[config.mk]
export PLATFORM = sky130hd
export DESIGN_NAME = permutation_combination_unit
export DESIGN_NICKNAME = d
export VERILOG_FILES = /design/src/pcu_pkg.sv /design/src/pcu_div.sv /design/src/permutation_combination_unit.sv
export SDC_FILE = /design/constraint.sdc
export NUM_CORES = 2
export LEC_CHECK = 0
export ABC_AREA = 0
export BUFFER_PORTS_ARGS = -buffer_cell sky130_fd_sc_hd__buf_2
export CAP_MARGIN = 20
export CORE_MARGIN = 2
export CORE_UTILIZATION = 35
export CTS_CLUSTER_SIZE = 40
export DETAILED_ROUTE_END_ITERATION = 8
export SLEW_MARGIN = 20
export SYNTH_ARGS = -nofsm -noshare
export SYNTH_HDL_FRONTEND = slang
export SYNTH_HIERARCHICAL = 1
export SYNTH_SLANG_ARGS = --single-unit
export TNS_END_PERCENT = 30
[constraint.sdc]
create_clock -name i_clk -period 13.15 [get_ports i_clk]
set_input_delay 0.6575 -clock i_clk [delete_from_list [all_inputs] [get_ports i_clk]]
set_output_delay 0.6575 -clock i_clk [all_outputs]
set_load 0.02 [all_outputs]
[src/pcu_pkg.sv]
// pcu_pkg: shared types and constants for the permutation / combination unit
// no dependencies

package pcu_pkg;

    localparam int FieldW = 31;

    typedef logic [1:0] t_status;

    localparam t_status ST_OK       = 2'd0;
    localparam t_status ST_INVALID  = 2'd1;
    localparam t_status ST_OVERFLOW = 2'd2;

    localparam logic CMD_PERM = 1'b0;
    localparam logic CMD_COMB = 1'b1;

endpackage

[src/pcu_div.sv]
// pcu_div: restoring unsigned divider, one quotient bit per cycle
// standalone, used by permutation_combination_unit

module pcu_div #(
    parameter int W = 31
) (
    input  logic         i_clk,
    input  logic         i_rst_n,
    input  logic         i_start,
    input  logic [W-1:0] i_dividend,
    input  logic [W-1:0] i_divisor,
    output logic         o_done,
    output logic [W-1:0] o_quotient
);

    localparam int CntW = $clog2(W + 1);

    logic            r_busy, n_busy;
    logic            r_done, n_done;
    logic [CntW-1:0] r_cnt, n_cnt;
    logic [W-1:0]    r_q, n_q;
    logic [W-1:0]    r_rem, n_rem;
    logic [W-1:0]    r_d, n_d;
    logic [W:0]      rem_sh;
    logic [W:0]      diff;

    assign rem_sh = {r_rem, r_q[W-1]};
    assign diff   = rem_sh - {1'b0, r_d};

    always_comb begin
        n_busy = r_busy;
        n_done = 1'b0;
        n_cnt  = r_cnt;
        n_q    = r_q;
        n_rem  = r_rem;
        n_d    = r_d;
        if (i_start) begin
            n_busy = 1'b1;
            n_cnt  = '0;
            n_q    = i_dividend;
            n_rem  = '0;
            n_d    = i_divisor;
        end else if (r_busy) begin
            if (!diff[W]) begin
                n_rem = diff[W-1:0];
                n_q   = {r_q[W-2:0], 1'b1};
            end else begin
                n_rem = rem_sh[W-1:0];
                n_q   = {r_q[W-2:0], 1'b0};
            end
            n_cnt = r_cnt + 1'b1;
            if (r_cnt == CntW'(W - 1)) begin
                n_busy = 1'b0;
                n_done = 1'b1;
            end
        end
    end

    always_ff @(posedge i_clk) begin
        if (!i_rst_n) begin
            r_busy <= 1'b0;
            r_done <= 1'b0;
            r_cnt  <= '0;
        end else begin
            r_busy <= n_busy;
            r_done <= n_done;
            r_cnt  <= n_cnt;
        end
        r_q   <= n_q;
        r_rem <= n_rem;
        r_d   <= n_d;
    end

    assign o_done     = r_done;
    assign o_quotient = r_q;

endmodule

[src/permutation_combination_unit.sv]
// permutation_combination_unit: P(n,k) and C(n,k) with exact overflow check
// depends on pcu_pkg and pcu_div
// an overflowing product step or invalid operands end the item early with that status
// one item at a time, ready only when idle: next transfer in the cycle after the result loads
// reset: synchronous active low, returns the sequencer to idle with no result pending

module permutation_combination_unit #(
    parameter int DATA_WIDTH = 32
) (
    input  logic        i_clk,
    input  logic        i_rst_n,
    input  logic        i_s_tvalid,
    output logic        o_s_tready,
    input  logic [63:0] i_s_tdata,   // n_value[30:0], k_value[61:31], zero pad
    input  logic        i_s_tuser,   // command
    output logic        o_m_tvalid,
    input  logic        i_m_tready,
    output logic [31:0] o_m_tdata,   // result_value[30:0], zero pad
    output logic [1:0]  o_m_tuser    // status
);

    localparam int FW   = pcu_pkg::FieldW;
    localparam int LimW = (DATA_WIDTH - 1 < FW) ? DATA_WIDTH - 1 : FW;
    localparam int MulW = LimW + FW;

    localparam logic [2:0] S_IDLE = 3'd0;
    localparam logic [2:0] S_STEP = 3'd1;
    localparam logic [2:0] S_CHK  = 3'd2;
    localparam logic [2:0] S_DIV  = 3'd3;
    localparam logic [2:0] S_DONE = 3'd4;

    logic [2:0]       r_state, n_state;
    logic             r_cmd, n_cmd;
    logic             r_fact, n_fact;
    logic [FW-1:0]    r_k, n_k;
    logic [FW-1:0]    r_term, n_term;
    logic [FW-1:0]    r_cnt, n_cnt;
    logic [LimW-1:0]  r_prod, n_prod;
    logic [LimW-1:0]  r_perm, n_perm;
    logic [MulW-1:0]  r_mul, n_mul;
    logic [FW-1:0]    r_res, n_res;
    pcu_pkg::t_status r_sts, n_sts;
    logic             r_out_valid, n_out_valid;
    logic [FW-1:0]    r_out_res, n_out_res;
    pcu_pkg::t_status r_out_sts, n_out_sts;

    logic             div_start;
    logic             div_done;
    logic [LimW-1:0]  div_q;
    logic [FW-1:0]    in_n;
    logic [FW-1:0]    in_k;
    logic             s_xfer;

    assign in_n   = i_s_tdata[FW-1:0];
    assign in_k   = i_s_tdata[2*FW-1:FW];
    assign s_xfer = i_s_tvalid && o_s_tready;

    pcu_div #(
        .W(LimW)
    ) u_div (
        .i_clk      (i_clk),
        .i_rst_n    (i_rst_n),
        .i_start    (div_start),
        .i_dividend (r_perm),
        .i_divisor  (r_prod),
        .o_done     (div_done),
        .o_quotient (div_q)
    );

    always_comb begin
        n_state     = r_state;
        n_cmd       = r_cmd;
        n_fact      = r_fact;
        n_k         = r_k;
        n_term      = r_term;
        n_cnt       = r_cnt;
        n_prod      = r_prod;
        n_perm      = r_perm;
        n_mul       = r_mul;
        n_res       = r_res;
        n_sts       = r_sts;
        n_out_res   = r_out_res;
        n_out_sts   = r_out_sts;
        n_out_valid = r_out_valid && !i_m_tready;
        div_start   = 1'b0;
        unique case (r_state)
            S_IDLE: begin
                if (s_xfer) begin
                    n_cmd  = i_s_tuser;
                    n_k    = in_k;
                    n_term = in_n;
                    n_cnt  = in_k;
                    n_prod = LimW'(1);
                    n_fact = 1'b0;
                    if (in_n == '0 || in_k > in_n) begin
                        n_res   = '0;
                        n_sts   = pcu_pkg::ST_INVALID;
                        n_state = S_DONE;
                    end else begin
                        n_state = S_STEP;
                    end
                end
            end
            S_STEP: begin
                if (r_cnt == '0) begin
                    if (!r_fact) begin
                        if (r_cmd == pcu_pkg::CMD_PERM) begin
                            n_res   = FW'(r_prod);
                            n_sts   = pcu_pkg::ST_OK;
                            n_state = S_DONE;
                        end else begin
                            n_perm = r_prod;
                            n_prod = LimW'(1);
                            n_term = r_k;
                            n_cnt  = r_k;
                            n_fact = 1'b1;
                        end
                    end else begin
                        div_start = 1'b1;
                        n_state   = S_DIV;
                    end
                end else begin
                    n_mul   = r_prod * r_term;
                    n_state = S_CHK;
                end
            end
            S_CHK: begin
                if (r_mul[MulW-1:LimW] != '0) begin
                    n_res   = '0;
                    n_sts   = pcu_pkg::ST_OVERFLOW;
                    n_state = S_DONE;
                end else begin
                    n_prod  = r_mul[LimW-1:0];
                    n_term  = r_term - 1'b1;
                    n_cnt   = r_cnt - 1'b1;
                    n_state = S_STEP;
                end
            end
            S_DIV: begin
                if (div_done) begin
                    n_res   = FW'(div_q);
                    n_sts   = pcu_pkg::ST_OK;
                    n_state = S_DONE;
                end
            end
            S_DONE: begin
                if (!r_out_valid || i_m_tready) begin
                    n_out_valid = 1'b1;
                    n_out_res   = r_res;
                    n_out_sts   = r_sts;
                    n_state     = S_IDLE;
                end
            end
            default: begin
                n_state = S_IDLE;
            end
        endcase
    end

    always_ff @(posedge i_clk) begin
        if (!i_rst_n) begin
            r_state     <= S_IDLE;
            r_out_valid <= 1'b0;
        end else begin
            r_state     <= n_state;
            r_out_valid <= n_out_valid;
        end
        r_cmd     <= n_cmd;
        r_fact    <= n_fact;
        r_k       <= n_k;
        r_term    <= n_term;
        r_cnt     <= n_cnt;
        r_prod    <= n_prod;
        r_perm    <= n_perm;
        r_mul     <= n_mul;
        r_res     <= n_res;
        r_sts     <= n_sts;
        r_out_res <= n_out_res;
        r_out_sts <= n_out_sts;
    end

    assign o_s_tready = (r_state == S_IDLE);
    assign o_m_tvalid = r_out_valid;
    assign o_m_tdata  = {1'b0, r_out_res};
    assign o_m_tuser  = r_out_sts;

endmodule

==> results.md <==
- Slew @ Worst Pin: 1.14 ns
- Vias in the first global route: 36160
- Tmin final: 9.46 ns
- Crit-path max FO: 17
- Slew Limit Fails: 0
- Total CTS buffers: 47
- Row count: 137
- Core Box Area: 140000 um2
- Hold depth: 1
- Number of synthesized flops with an enable pin: 347
- Post-Synthesis Cells: 4842
- Drt first-iter violations: 2469
- Share of the synthesized area in the top cell type: 34.1%
- TritonCTS clock tree: built
- Commonest cells after routing, fill and taps aside: inv_1 (856), fa_1 (838), and2_1 (552)
- Max Clock Skew: 0.0584 ns
- # IOs: 105
- Routed WL: 136000 um
- DP Cell Count: 6611
- Max Freq: 106 MHz
- Final GP Congestion: 0.952
- Syn nets: 6070
- Drc violations: 0
- Syn. warnings: 6
- HP Class: in -> reg
- Synthesized area: 49200 um2
- Critical path startpoint category: flop
- Most common cell after layout, fill and taps aside: inv_1
- Post_cts resized: 0
- Worst path arrival time: 9.83 ns
- CP Class: reg -> reg
- Outcome: complete, no violations
- Share of cells above drive strength 1: 6.84%
- Area growth, synth to finish: 8.08%
- Ys async rst share: 0%
- H-tree depth: 2
- Vias per cell: 5.11
- Worst-skew pair later-pin latency: 0.69 ns
- NumNets Final: 6013
- Die width: 379 um
- DRT Pass-1 Iters: 6
- Clk Tree Root Cell: clkbuf_16
- Wire per inst: 20.4 um
- RSZ-0062 raised after global routing: false
- Initial Utilization: 35.2%
- Worst-path clk slew: 0.07 ns
- Clk sink count: 389
- DRT antenna net count: 0
- Largest cells by area after synthesis: fa_1 (34%), edfxtp_1 (21%), ha_1 (8.2%)
- Dominant cell type by area after synthesis: fa_1
- Clock Path Buffers: 3
- Setup TNS: 0 ns
- Critical path endpoint category: flop
- Die H: 379 um
- Total gr overflow: 0
- Max-Cap Viols: 0
- Gr usage total: 19.6%
- Layout fillers: 13856
- Worst reg-to-reg path cell count: 22
- Seq/Total Area, Yosys: 22.9%
- Post-CTS setup buffers: 0
- Hold bufs inserted after CTS: 0
- Max-slew headroom: 24.0%
- Initial antenna violation count: 6
- Fin Hold WS: 0.204 ns
- Post-synthesis register bit count: 389
- Vias: 34248
- Final hold violation count: 0
- Setup violations, final: 0
- Die area: 143000 um2
- Fin crit share: 72.0%
- First-pass GRT wire length: 215000 um
- Port Buffers: 101
- Count of cell types in the netlist: 90
- Finished Layout Cells: 6701
- Largest net degree at the start of global routing: 93
- Mean Syn Cell Area: 10.2 um2
- Critical Path RT: 13.52 ns
- Dominant synthesized flop cell: edfxtp_1
- DP HPWL: 97000 um
per-layer routing:
layer / up-vias / share of wire [%] / GRT usage [%]
met4: 2 / 3.9 / 7.35
met2: 1190 / 47 / 32.0
met5: - / 0.014 / 0
met3: 269 / 7.0 / 3.13
met1: 17671 / 43 / 26.3
li1: 15116 / - / -
worst max-delay path, stage by stage, from the launching register on:
cell	delay, ns
edfxtp_1	1.02
and2_1	0.27
fa_1	0.44
fa_1	0.44
fa_1	0.55
inv_1	0.06
fa_1	0.47
inv_1	0.05
fa_1	0.50
inv_1	0.06
fa_1	0.53
inv_1	0.05
fa_1	0.49
fa_1	0.43
ha_1	0.38
and3_1	0.23
a221o_1	0.32
a221oi_1	0.96
o21ai_1	0.37
a21boi_0	0.88
o21ai_0	0.35
nand4b_1	0.19
o311ai_1	0.11
path summary, 6_finish.rpt:
check                                              start                      end  slack (ns)
worst max-delay path            r_prod[11]$_SDFFCE_PN0P_      r_mul[43]$_DFFE_PP_        3.69
worst min-delay path                       i_s_tdata[45]        r_k[14]$_DFFE_PP_        0.20
worst min register to register       r_res[25]$_DFFE_PP_  r_out_res[25]$_DFFE_PP_        0.42
worst max register to register  r_prod[11]$_SDFFCE_PN0P_      r_mul[43]$_DFFE_PP_        3.69
state kept, by name, indices dropped and copies added, names as in the netlist, 31 cells and up:
| register | count |
|---|---|
| r_mul | 62 |
| r_cnt | 31 |
| r_k | 31 |
| r_out_res | 31 |
| r_perm | 31 |
| r_prod | 31 |
| r_res | 31 |
| r_term | 31 |
| u_div/o_quotient | 31 |
| u_div/r_d | 31 |
| u_div/r_rem | 31 |
kinds of logic after synthesis:
kind of cell               count (synthesis)  synth area share (%)
DFF                                      389                  22.9
buffers and inverters                   1148                  8.91
other                                      1               0.00763
AOI/OAI and AO/OA                        520                  7.15
muxes                                     62                  1.34
and+or+nand+nor                         1415                  14.7
xor gates and xnor gates                 148                  2.67
adders and majority gates               1159                  42.3
stage by stage:
| step | instance area, um2 | utilization [%] | setup slack [ns] |
|---|---|---|---|
| global route | 53100 | 38.1 | 3.58 |
| global placement | 51500 | 36.9 | 4.01 |
| finish | 53100 | 38.1 | 3.69 |
| CTS | 53100 | 38.1 | 3.81 |
| floorplan | 49200 | - | 3.27 |
| detailed placement | 51500 | 36.9 | 3.84 |
final cells by class:
cell class                      instances  area (um2)  share of cell area, %
Tap cell                             1876        2350                   4.42
Clock buffer                           49        1180                   2.23
Timing Repair Buffer                  185        1160                   2.18
Inverter                              857        3220                   6.05
Clock inverter                         38         405                  0.763
Multi-Input combinational cell       3305       33600                   63.2
Sequential cell                       389       11300                   21.2
Antenna cell                            2        5.00                0.00942
cell usage after synthesis (17+ instances only):
library cell / n
nand2b_1: 17
xor2_1: 49
a21oi_1: 105
a22o_1: 32
edfxtp_1: 347
a211oi_1: 31
nand2_1: 548
o21bai_1: 22
nor2_1: 113
a22oi_1: 54
nor4_1: 27
ha_1: 321
clkbuf_1: 263
nand3_1: 20
xnor2_1: 98
dfxtp_1: 42
nor3_1: 33
o21ai_0: 114
and2_1: 552
inv_1: 857
a21o_1: 61
nand4_1: 30
mux2i_1: 31
fa_1: 838
mux2_2: 30
Power is left out: the tool's default activity adds up to more than one toggle a clock period on the data nets, which glitch-free logic cannot reach.
